--- config.mk ---
export PLATFORM = sky130hd
export DESIGN_NAME = fm_voice_allocator_keyon_writer_unit
export DESIGN_NICKNAME = d
export VERILOG_FILES = /design/src/design/fmva_pkg.sv /design/src/design/fm_voice_allocator_keyon_writer_unit.sv
export SDC_FILE = /design/constraint.sdc
export NUM_CORES = 1
export LEC_CHECK = 0
export ABC_AREA = 0
export BUFFER_PORTS_ARGS = -buffer_cell sky130_fd_sc_hd__clkbuf_2
export CELL_PAD_IN_SITES_DETAIL_PLACEMENT = 0
export CELL_PAD_IN_SITES_GLOBAL_PLACEMENT = 1
export CORE_MARGIN = 1
export CORE_UTILIZATION = 40
export CTS_CLUSTER_DIAMETER = 100
export DETAILED_ROUTE_END_ITERATION = 10
export MAX_ROUTING_LAYER = met4
export PLACE_DENSITY = 0.78
export SETUP_SLACK_MARGIN = 0.4
export SLEW_MARGIN = 40
export SYNTH_ARGS = -nofsm -noshare
export SYNTH_HDL_FRONTEND = slang
export SYNTH_SLANG_ARGS = --single-unit
--- constraint.sdc ---
create_clock -name clk -period 8 [get_ports clk]
set_input_delay 0.8 -clock clk [delete_from_list [all_inputs] [get_ports clk]]
set_output_delay 0.8 -clock clk [all_outputs]
set_load 0.02 [all_outputs]
--- src/design/fmva_pkg.sv ---
// ----------------------------------------------------------------------------
// fmva_pkg
// Shared types, constants and the note frequency ROM for the FM voice
// allocator / key-on writer.
// ----------------------------------------------------------------------------
package fmva_pkg;

  // Voice and synth constants
  localparam int NUM_CHANNELS    = 9;
  localparam int SYNTH_SAMPLE_HZ = 49716;
  localparam int CH_W            = 4;
  localparam logic [CH_W-1:0] RHYTHM_FIRST_CH = CH_W'(6);
  localparam logic [CH_W-1:0] RHYTHM_LAST_CH  = CH_W'(NUM_CHANNELS - 1);

  // Synth register bases
  localparam logic [7:0] REG_FREQ_LO = 8'hA0;
  localparam logic [7:0] REG_FREQ_HI = 8'hB0;
  localparam logic [7:0] REG_RHYTHM  = 8'hBD;

  // Frequency ROM: one {block[2:0], fnum[9:0]} entry per MIDI note
  localparam int NUM_NOTES     = 128;
  localparam int FREQ_ENTRY_W  = 13;
  localparam int FREQ_ROM_BITS = NUM_NOTES * FREQ_ENTRY_W;
  localparam logic [63:0] FREQ_DEN = 64'(SYNTH_SAMPLE_HZ) * 64'd1000000000000;

  // 2^(k/12) scaled by 10^12
  localparam logic [63:0] SEMITONE_RATIO [12] = '{
    64'd1000000000000, 64'd1059463094359, 64'd1122462048309, 64'd1189207115003,
    64'd1259921049895, 64'd1334839854170, 64'd1414213562373, 64'd1498307076877,
    64'd1587401051968, 64'd1681792830507, 64'd1781797436281, 64'd1887748625363
  };

  // Result kinds
  typedef enum logic [1:0] {
    KIND_WRITE = 2'd0,
    KIND_PATCH = 2'd1,
    KIND_DROP  = 2'd2
  } kind_t;

  // Configuration register indexes
  localparam logic CFG_RHYTHM_ENABLE = 1'b0;

  typedef struct packed {
    logic [6:0] note;
    logic [6:0] velocity;
    logic [7:0] instrument_id;
    logic       carrier_enabled;
    logic       rhythm_on;
    logic [3:0] rhythm_type;
    logic       am_depth;
    logic       vib_depth;
  } in_item_t;

  typedef struct packed {
    kind_t           kind;
    logic [CH_W-1:0] channel;
    logic [7:0]      reg_addr;
    logic [7:0]      reg_data;
    logic            last;
  } out_item_t;

  // floor(num * 2^sh / FREQ_DEN), long division one bit a step
  function automatic logic [63:0] scaled_div(input logic [63:0] num, input int sh);
    logic [63:0] q;
    logic [63:0] r;
    q = num / FREQ_DEN;
    r = num % FREQ_DEN;
    for (int i = 0; i < sh; i++) begin
      q = q << 1;
      r = r << 1;
      if (r >= FREQ_DEN) begin
        q = q + 64'd1;
        r = r - FREQ_DEN;
      end
    end
    return q;
  endfunction

  // Built at elaboration: smallest block giving fnum below 1024, else zero
  function automatic logic [FREQ_ROM_BITS-1:0] build_freq_rom();
    logic [FREQ_ROM_BITS-1:0] rom;
    logic [63:0]              num;
    logic [63:0]              f;
    logic                     done;
    int                       m;
    int                       oct;
    int                       blk;
    rom = '0;
    for (int n = 0; n < NUM_NOTES; n++) begin
      m    = n + 3;
      oct  = m / 12 - 6;
      num  = 64'd440 * SEMITONE_RATIO[m % 12];
      done = 1'b0;
      for (int b = 0; b < 8; b++) begin
        if (!done) begin
          f = scaled_div(num, 20 + oct - b);
          if (f < 64'd1024) begin
            done = 1'b1;
            blk  = b;
            rom[n*FREQ_ENTRY_W +: FREQ_ENTRY_W] = {3'(blk), f[9:0]};
          end
        end
      end
    end
    return rom;
  endfunction

  localparam logic [FREQ_ROM_BITS-1:0] FREQ_ROM = build_freq_rom();

endpackage

--- src/design/fm_voice_allocator_keyon_writer_unit.sv ---
// ----------------------------------------------------------------------------
// fm_voice_allocator_keyon_writer_unit
// Turns note events into FM synth register writes: first-free voice
// allocation, note-off release and rhythm-mode percussion writes, driven by
// a small microcoded sequencer.
// ----------------------------------------------------------------------------
// Channel  Direction  Handshake               Payload
// in_      input      in_valid / in_stall     in_data  (in_item_t)
// out_     output     out_valid / out_stall   out_data (out_item_t)
// cfg      config     psel/penable/pwrite     paddr[2:0], pwdata/prdata 32b
//
// One event at a time: an accept step, a dispatch step (channel search),
// then one result item per cycle while the output does not stall; the
// microprogram step counter walks through the items.
// A new event is accepted while the last result of the previous one waits
// in the output register. Output stall freezes the sequencer on its
// current emitting step. Reset (rst_n, synchronous) frees all channels and
// clears rhythm_enable; the frequency ROM is constant.
// ----------------------------------------------------------------------------
module fm_voice_allocator_keyon_writer_unit
  import fmva_pkg::*;
(
  input  logic        clk,
  input  logic        rst_n,
  // event input
  input  logic        in_valid,
  output logic        in_stall,
  input  in_item_t    in_data,
  // result output
  output logic        out_valid,
  input  logic        out_stall,
  output out_item_t   out_data,
  // configuration
  input  logic        psel,
  input  logic        penable,
  input  logic        pwrite,
  input  logic [2:0]  paddr,
  input  logic [31:0] pwdata,
  output logic [31:0] prdata,
  output logic        pready
);

  // Microprogram steps
  typedef enum logic [3:0] {
    ST_IDLE, ST_DISPATCH,
    ST_R_OFF_LO, ST_R_OFF_HI, ST_BD,
    ST_R_ON_PATCH, ST_R_ON_LO, ST_R_ON_HI,
    ST_DROP,
    ST_M_ON_PATCH, ST_M_ON_LO, ST_M_ON_HI,
    ST_M_OFF_LO, ST_M_OFF_HI
  } upc_t;

  typedef enum logic [2:0] {OP_NONE, OP_PATCH, OP_FLO, OP_FHI, OP_BD, OP_DROP} op_t;
  typedef enum logic [2:0] {SEQ_WAIT, SEQ_DISPATCH, SEQ_NEXT, SEQ_LOOP, SEQ_END} seq_t;
  typedef enum logic [1:0] {UPD_NONE, UPD_ALLOC, UPD_FREE, UPD_RINST} upd_t;

  typedef struct packed {
    op_t  op;
    upd_t upd;
    logic ch_rhythm;   // channel from rhythm counter, else found channel
    logic note_zero;   // frequency of note 0
    logic key_carrier; // key bit from carrier_enabled, else clear
    logic last;
    seq_t seq;
    upc_t target;
    upc_t alt;
  } ctrl_t;

  // Control store
  function automatic ctrl_t ucode(input upc_t pc);
    ctrl_t w;
    w = '0;
    case (pc)
      ST_IDLE:     w.seq = SEQ_WAIT;
      ST_DISPATCH: w.seq = SEQ_DISPATCH;
      ST_R_OFF_LO: begin
        w.op = OP_FLO; w.ch_rhythm = 1'b1; w.note_zero = 1'b1; w.seq = SEQ_NEXT;
      end
      ST_R_OFF_HI: begin
        w.op = OP_FHI; w.ch_rhythm = 1'b1; w.note_zero = 1'b1; w.seq = SEQ_LOOP;
        w.target = ST_R_OFF_LO; w.alt = ST_BD;
      end
      ST_BD: begin
        w.op = OP_BD; w.last = 1'b1; w.seq = SEQ_END;
      end
      ST_R_ON_PATCH: begin
        w.op = OP_PATCH; w.upd = UPD_RINST; w.ch_rhythm = 1'b1; w.seq = SEQ_NEXT;
      end
      ST_R_ON_LO: begin
        w.op = OP_FLO; w.ch_rhythm = 1'b1; w.seq = SEQ_NEXT;
      end
      ST_R_ON_HI: begin
        w.op = OP_FHI; w.ch_rhythm = 1'b1; w.seq = SEQ_LOOP;
        w.target = ST_R_ON_PATCH; w.alt = ST_BD;
      end
      ST_DROP: begin
        w.op = OP_DROP; w.last = 1'b1; w.seq = SEQ_END;
      end
      ST_M_ON_PATCH: begin
        w.op = OP_PATCH; w.upd = UPD_ALLOC; w.seq = SEQ_NEXT;
      end
      ST_M_ON_LO: begin
        w.op = OP_FLO; w.seq = SEQ_NEXT;
      end
      ST_M_ON_HI: begin
        w.op = OP_FHI; w.key_carrier = 1'b1; w.last = 1'b1; w.seq = SEQ_END;
      end
      ST_M_OFF_LO: begin
        w.op = OP_FLO; w.upd = UPD_FREE; w.seq = SEQ_NEXT;
      end
      ST_M_OFF_HI: begin
        w.op = OP_FHI; w.last = 1'b1; w.seq = SEQ_END;
      end
      default:     w.seq = SEQ_END;
    endcase
    return w;
  endfunction

  // Sequencer and output registers
  upc_t            upc_r, upc_nxt;
  in_item_t        item_r;
  logic [CH_W-1:0] found_r;
  logic [CH_W-1:0] rch_r, rch_nxt;
  logic            out_valid_r;
  out_item_t       out_item_r, out_item_nxt;
  logic            rhythm_en_r;

  // Channel state
  logic            chan_free_r [NUM_CHANNELS];
  logic [6:0]      chan_note_r [NUM_CHANNELS];
  logic [7:0]      chan_inst_r [NUM_CHANNELS];

  ctrl_t           cw;
  logic            in_fire;
  logic            out_free;
  logic            emit;
  logic            step_go;
  logic            hit;
  logic [CH_W-1:0] hit_ch;
  logic            perc_sel;
  logic            vel_on;
  logic [CH_W-1:0] ch;
  logic [6:0]      note_idx;
  logic [FREQ_ENTRY_W-1:0] freq;
  logic            key;
  logic [4:0]      drum;
  logic            cfg_wr;

  assign cw       = ucode(upc_r);
  assign in_stall = (upc_r != ST_IDLE);
  assign in_fire  = in_valid && !in_stall;
  assign out_free = !out_valid_r || !out_stall;
  assign emit     = (cw.op != OP_NONE);
  assign step_go  = !emit || out_free;

  assign perc_sel = rhythm_en_r && item_r.rhythm_on;
  assign vel_on   = (item_r.velocity != 7'd0);

  // Channel search: lowest free channel, or lowest holding note and tag
  always_comb begin
    hit    = 1'b0;
    hit_ch = '0;
    for (int i = NUM_CHANNELS - 1; i >= 0; i--) begin
      if (vel_on ? chan_free_r[i]
                 : (!chan_free_r[i] && chan_note_r[i] == item_r.note &&
                    chan_inst_r[i] == item_r.instrument_id)) begin
        hit    = 1'b1;
        hit_ch = CH_W'(i);
      end
    end
  end

  // Next step
  always_comb begin
    upc_nxt = upc_r;
    rch_nxt = rch_r;
    case (cw.seq)
      SEQ_WAIT: begin
        if (in_fire) begin
          upc_nxt = ST_DISPATCH;
          rch_nxt = RHYTHM_FIRST_CH;
        end
      end
      SEQ_DISPATCH: begin
        if (perc_sel)  upc_nxt = vel_on ? ST_R_ON_PATCH : ST_R_OFF_LO;
        else if (!hit) upc_nxt = ST_DROP;
        else           upc_nxt = vel_on ? ST_M_ON_PATCH : ST_M_OFF_LO;
      end
      SEQ_NEXT: begin
        if (step_go) upc_nxt = upc_t'(upc_r + 4'd1);
      end
      SEQ_LOOP: begin
        if (step_go) begin
          if (rch_r != RHYTHM_LAST_CH) begin
            upc_nxt = cw.target;
            rch_nxt = rch_r + CH_W'(1);
          end else begin
            upc_nxt = cw.alt;
          end
        end
      end
      SEQ_END: begin
        if (step_go) upc_nxt = ST_IDLE;
      end
      default: upc_nxt = ST_IDLE;
    endcase
  end

  // Result datapath
  assign ch       = cw.ch_rhythm ? rch_r : found_r;
  assign note_idx = cw.note_zero ? 7'd0 : item_r.note;
  assign freq     = FREQ_ROM[FREQ_ENTRY_W*note_idx +: FREQ_ENTRY_W];
  assign key      = cw.key_carrier && item_r.carrier_enabled;

  always_comb begin
    drum = '0;
    if (vel_on && item_r.rhythm_type inside {[4'd6:4'd10]}) begin
      drum = 5'd16 >> (item_r.rhythm_type - 4'd6);
    end
  end

  always_comb begin
    out_item_nxt      = '0;
    out_item_nxt.last = cw.last;
    case (cw.op)
      OP_PATCH: begin
        out_item_nxt.kind    = KIND_PATCH;
        out_item_nxt.channel = ch;
      end
      OP_FLO: begin
        out_item_nxt.kind     = KIND_WRITE;
        out_item_nxt.channel  = ch;
        out_item_nxt.reg_addr = REG_FREQ_LO + 8'(ch);
        out_item_nxt.reg_data = freq[7:0];
      end
      OP_FHI: begin
        out_item_nxt.kind     = KIND_WRITE;
        out_item_nxt.channel  = ch;
        out_item_nxt.reg_addr = REG_FREQ_HI + 8'(ch);
        out_item_nxt.reg_data = {2'b00, key, freq[12:10], freq[9:8]};
      end
      OP_BD: begin
        out_item_nxt.kind     = KIND_WRITE;
        out_item_nxt.reg_addr = REG_RHYTHM;
        out_item_nxt.reg_data = {item_r.am_depth, item_r.vib_depth, 1'b1, drum};
      end
      OP_DROP: out_item_nxt.kind = KIND_DROP;
      default: out_item_nxt.kind = KIND_WRITE;
    endcase
  end

  // Sequencer state and output register
  always_ff @(posedge clk) begin
    if (!rst_n) begin
      upc_r       <= ST_IDLE;
      rch_r       <= RHYTHM_FIRST_CH;
      out_valid_r <= 1'b0;
    end else begin
      upc_r <= upc_nxt;
      rch_r <= rch_nxt;
      if (emit && out_free) begin
        out_valid_r <= 1'b1;
        out_item_r  <= out_item_nxt;
      end else if (!out_stall) begin
        out_valid_r <= 1'b0;
      end
      if (in_fire) item_r <= in_data;
      if (cw.seq == SEQ_DISPATCH) found_r <= hit_ch;
    end
  end

  // Channel table updates, on the step that carries them
  always_ff @(posedge clk) begin
    if (!rst_n) begin
      for (int i = 0; i < NUM_CHANNELS; i++) begin
        chan_free_r[i] <= 1'b1;
        chan_inst_r[i] <= '0;
      end
    end else if (emit && out_free) begin
      case (cw.upd)
        UPD_ALLOC: begin
          chan_free_r[found_r] <= 1'b0;
          chan_note_r[found_r] <= item_r.note;
          chan_inst_r[found_r] <= item_r.instrument_id;
        end
        UPD_FREE: begin
          chan_free_r[found_r] <= 1'b1;
          chan_inst_r[found_r] <= '0;
        end
        UPD_RINST: chan_inst_r[rch_r] <= item_r.instrument_id;
        default: ;
      endcase
    end
  end

  // Configuration register
  assign cfg_wr = psel && penable && pwrite && pready;
  assign pready = 1'b1;

  always_ff @(posedge clk) begin
    if (!rst_n) begin
      rhythm_en_r <= 1'b0;
    end else if (cfg_wr && paddr[2] == CFG_RHYTHM_ENABLE) begin
      rhythm_en_r <= pwdata[0];
    end
  end

  assign prdata    = (paddr[2] == CFG_RHYTHM_ENABLE) ? {31'd0, rhythm_en_r} : 32'd0;
  assign out_valid = out_valid_r;
  assign out_data  = out_item_r;

  // Assertions
  a_accept_dispatch: assert property (@(posedge clk) disable iff (!rst_n)
    in_fire |=> upc_r == ST_DISPATCH)
    else $error("accepted event did not reach dispatch");

  a_last_ends: assert property (@(posedge clk) disable iff (!rst_n)
    emit && out_free && cw.last |=> upc_r == ST_IDLE)
    else $error("sequencer continued after last item");

  a_drop_last: assert property (@(posedge clk) disable iff (!rst_n)
    out_valid && out_data.kind == KIND_DROP |-> out_data.last)
    else $error("dropped event item without last");

  a_alloc_busy: assert property (@(posedge clk) disable iff (!rst_n)
    emit && out_free && cw.upd == UPD_ALLOC |=> !chan_free_r[$past(found_r)])
    else $error("allocated channel still free");

  a_rch_range: assert property (@(posedge clk) disable iff (!rst_n)
    cw.ch_rhythm |-> rch_r >= RHYTHM_FIRST_CH && rch_r <= RHYTHM_LAST_CH)
    else $error("rhythm channel out of range");

endmodule

======== Word-level counts from Yosys, hierarchy flattened ========
Memory sizes are Yosys's and may differ from the RTL's.
Cells that the tools add are included.
word-level totals
  flip-flop bits (word level) ............. 67
  latch bits .............................. 0
  RAM bits ................................ 144
  memory bits (read-only) ................. 0
  input bits .............................. 72
  word-level logic and storage cells ...... 235
  memories kept ........................... 3
cells by class
  $add $sub $neg .......................... 5
  multipliers ............................. 1
  div/mod/pow operators ................... 0
  order comparisons ....................... 2
  eq/ne operators ......................... 50
  shift-type cells ........................ 2
  multiplexer cells ....................... 80
  bitwise gates (word level) .............. 3
  reduce and logical (&&, ||, !) cells .... 68
memories
  memory       depth  bits a word  read ports  clocked after Yosys merged registers in  wr ports  RTL line                                     RTL
  chan_inst_r  9      8            9           0                                        9         fm_voice_allocator_keyon_writer_unit.sv:131  logic [7:0] chan_inst_r [NUM_CHANNELS];
  chan_note_r  9      7            9           0                                        1         fm_voice_allocator_keyon_writer_unit.sv:130  logic [6:0] chan_note_r [NUM_CHANNELS];
  chan_free_r  9      1            9           0                                        9         fm_voice_allocator_keyon_writer_unit.sv:129  logic chan_free_r [NUM_CHANNELS];
operator list
  operator                       count
  $shiftx A1664 B12 Y13 const A  1
  $eq A8 B8 Y1                   9
  $eq A7 B7 Y1                   9
  $mux W4                        14
  $pmux W16 S3                   1
  $mux W1                        44
  $logic_and A1 B1 Y1            27
  $eq A4 B4 Y1 const B           6
  $mux W8                        3
  $reduce_or A8 Y1               3
  $mux W3                        7
  $pmux W4 S5                    1
  $add A8 B4 Y8 const A          2
  $eq A4 B3 Y1 const B           4
  $reduce_or A4 Y1               4
  $pmux W3 S5                    1
  $pmux W7 S2                    1
  $logic_not A1 Y1               13
  $eq A3 B2 Y1 const B           4
  $pmux W3 S4                    1
  $mul A4 B7 Y11 const A         1
  $ne A2 B2 Y1 const B           5
  $eq A3 B3 Y1 const B           3
  $add A4 B1 Y4 const B          2
  other kinds (33)               45

======== Logic depth before layout (Yosys ltp) ========
An unclocked memory read counts as a cell.
  word-level depth ........................ 17
  gate-level depth with buffers ........... 18

======== Worst setup path before layout ========
Ideal clock, no wire load.
  kind .................................... flip-flop to flip-flop
  from .................................... reg upc_r[0]
  to ...................................... reg out_item_r (netlist bit out_data[6]) (data pin)
  arrival time ............................ 3155 ps
  slack ................................... 4590 ps
  cell stages (with the launch flop) ...... 17
  buffers on the path ..................... 3
  path through ............................ dfxtp_1 inv_1 ha_1 buf_6 or2_4 buf_6 nand2_4 buf_2 nand2_1 ha_1 nor2b_1 a21oi_1 a2111oi_0 a41oi_1 a21oi_1 nand3_1 a31o_1
RTL lines
  element                   RTL line                                     RTL
  start: declaration        fm_voice_allocator_keyon_writer_unit.sv:120  upc_t upc_r, upc_nxt;
  start signal: assignment  fm_voice_allocator_keyon_writer_unit.sv:259  upc_r <= upc_nxt;
  end signal: assignment    fm_voice_allocator_keyon_writer_unit.sv:263  out_item_r <= out_item_nxt;
  end: declaration          fm_voice_allocator_keyon_writer_unit.sv:125  out_item_t out_item_r, out_item_nxt;

==> run metrics <==
Avg Vias per Cell roughly 5.7; setup TNS 0 ns; Clock Skews 0.0173 ns; CP Data Required Time 8.28 ns; Core Area slightly below 30,000 um2; Hold Vio Cnt, Final 0; Mapped Avg Cell Area about 11 um2; kind of critical path reg -> reg; synthesis-to-finish area growth 9.71%; main area contributors after synthesis edfxtp_1 (49%), xnor2_1 (9.0%), nor2_1 (4.0%); largest net degree at the start of global routing 66; fill count about 2,800; status finished, final reports clean; via count between 8,000 and 9,000; antenna violations before repair 0; Worst Path Max Fanout 16; post-synthesis async set-or-reset flop share 0%; TritonCTS Buffers 24; Final #Nets approximately 1,300; row count 63; Yosys warning total 0; Slew @ Worst Pin ~0.84 ns; Pleak around 4.5 nW; register area share after synthesis just over 50%; critical path startpoint category flop; clock sinks approximately 210; Hold Path Class in -> reg; TritonCTS clock tree yes; Arrival @ worst endpoint around 4.5 ns; post-cts gate resize count 0; DRC viols 0; Mapped Cells 1,133; CP endpoint kind flop; Rel. slew slack a little over two fifths; starting density of the core approximately 41%; htree depth 1; area of the multi-input gates approximately 5300 um2; GRT overflow 0; share of cells above drive strength 1 about an eighth; Hold Buf Count CTS 0; Post-CTS Setup Inserts 0; fin area between 10,000 and 15,000 um2; FF+latch area roughly 6000 um2; Reg clk slew, reported paths approximately 0.060 ns; Fmax achieved between 200 and 250 MHz; diode count 0; worst-case vdd ir drop roughly 0.00022 V; HPWL after DPL just over 20,000 um; maxcap violations 0; Tot GR Track Use about a fifth; die footprint between 30,000 and 40,000 um2; maximum root-to-sink buffer count 3; clk_lat worst skew approximately 0.52 ns; Final GP Congestion between 0.9 and 1; Netlist cell types 92; post-route clock period utilization a little over half; count of final setup violators 0; Final ANT Viol Nets 0; number of global-route vias before repair 8,336; Die Y-Extent 176 um; Post-synth EDFFs 199; Yosys reg bits approximately 210; Power Density 265 nW/um2; max-slew violation count 0; drt pass-1 iters 5; crit path time final 4.24 ns; post-placement cell area ~12,000 um2; RSZ-0062 raised after global routing no; mapped cell area 12,100 um2; Yosys top cell by area edfxtp_1; total power draw between 3 and 4 mW; Synth top area share between 40 and 50%; wire per inst just over 20 um; PortBufs 63; ys flop type edfxtp_1; global-route wire length before repair 48,600 um; Iteration-0 DRC Markers ~900; CTS root buf clkbuf_16; Ports 130; final WL between 30,000 and 40,000 um; chip width 176 um
[layer usage]
metal | vias up | GRT usage [%] | share of wire [%]
met5 | - | - | 0
met4 | 0 | 5.98 | 2.2
met3 | 59 | 2.79 | 7.3
met2 | 400 | 33.6 | 48
met1 | 4338 | 28.0 | 43
li1 | 4140 | - | -
[metrics by stage]
stage          hold WS [ns]  util [%]  cells  worst slack [ns]
2_1_floorplan         0.485         -   1164              4.59
3_3_place_gp          0.526      41.9   1526              3.83
3_5_place_dp          0.543      42.0   1527              3.90
4_1_cts               0.440      44.7   1569              3.85
5_1_grt               0.442      44.7   1569              3.45
6_report              0.451      44.7   1569              3.76
[final timing paths]
| check | start | endpoint | slack (ns) | cells after the start |
|---|---|---|---|---|
| setup / recovery | upc_r[0]$_SDFFE_PN0P_ | out_data[6]$_DFFE_PP_ | 3.76 | 12 |
| hold / removal | in_data[3] | item_r[3]$_DFFE_PP_ | 0.45 | 1 |
| setup reg to reg | upc_r[0]$_SDFFE_PN0P_ | out_data[6]$_DFFE_PP_ | 3.76 | 12 |
| hold reg to reg | rch_r[3]$_SDFFE_PN0P_ | rch_r[3]$_SDFFE_PN0P_ | 0.56 | 2 |
[synth_stat cells, drive strengths merged (4+ instances only)]
cell,instances
xor2,16
o22ai,7
mux2i,8
dfxtp,10
nor3,24
o21ai,60
nand3b,4
nand2b,10
a21oi,55
nand3,26
or2,4
o31ai,10
nand4,30
o211ai,9
a211oi,21
edfxtp,199
a31oi,10
nor2b,15
a22oi,9
a311oi,5
nor2,135
a21o,4
a221oi,7
xnor2,124
clkbuf,19
nor4,12
ha,18
nand2,97
o221ai,9
buf,82
inv,33
[placed cells by master, fill, tap and decap left out, types with 5 or more instances in the layout]
cell,count
a221oi_1,5
nand4_1,30
o21ai_0,52
clkbuf_16,25
ha_1,18
nand2b_1,10
o22ai_1,6
nor4_1,10
nand2_1,95
a22oi_1,8
mux2i_1,8
a31oi_1,10
edfxtp_1,199
clkbuf_2,63
o31ai_1,10
o21ai_1,5
nor2b_1,15
a211oi_1,18
buf_4,10
nand3_1,26
dfxtp_1,10
nor3_1,23
conb_1,33
nor2_1,127
inv_1,29
xnor2_1,124
a21oi_1,49
o211ai_1,7
o221ai_1,8
xor2_1,16
[cell families (layout without fill, tap and decap cells)]
family          Yosys count  in the layout  synth area share [%]
fa+ha+maj                19             19                  1.96
flops                   209            209                  51.1
simple gates            372            372                  14.7
mux                      10             10                 0.848
buf+inv                 134            149                  6.31
compound gates          247            247                  14.9
other cells               2             33                0.0621
xor+xnor                140            140                  10.1
[worst max-delay path: stages, from the launching register on]
cell and delay [ns]:
dfxtp_1 0.38, ha_1 0.66, or2_4 0.40, nand2_4 0.20, nand2_1 0.22, ha_1 0.59, nor2b_1 0.32, a21oi_1 0.08
a2111oi_0 0.44, a41oi_1 0.13, a21oi_1 0.21, nand3_1 0.12, a31o_1 0.24
[state kept, by name (all words and copies together), names as in the netlist, 4 cells and up]
name and flops:
chan_free_r 9, chan_inst_r 72, chan_note_r 63, found_r 4
item_r 30, out_data 21, rch_r 4, upc_r 4
[cell type report]
type                       count  area share, %
inverter                      33          0.934
multi-input combinational    821           39.8
clock buffer                  29           4.83
sequential                   209           46.5
timing repair buffer          74           3.06
tap                          390           3.68
clock inverter                13           1.12
[where the power goes]
| part | switching (mW) | total, mW | internal [mW] | leakage, nW |
|---|---|---|---|---|
| combinational | 0.724 | 1.06 | 0.341 | 2.20 |
| sequential | 0.0697 | 1.36 | 1.29 | 1.96 |
| clock | 0.433 | 1.10 | 0.665 | 0.380 |
| total | 1.23 | 3.52 | 2.29 | 4.54 |
Note: power is estimated with default switching activity, not from simulation.
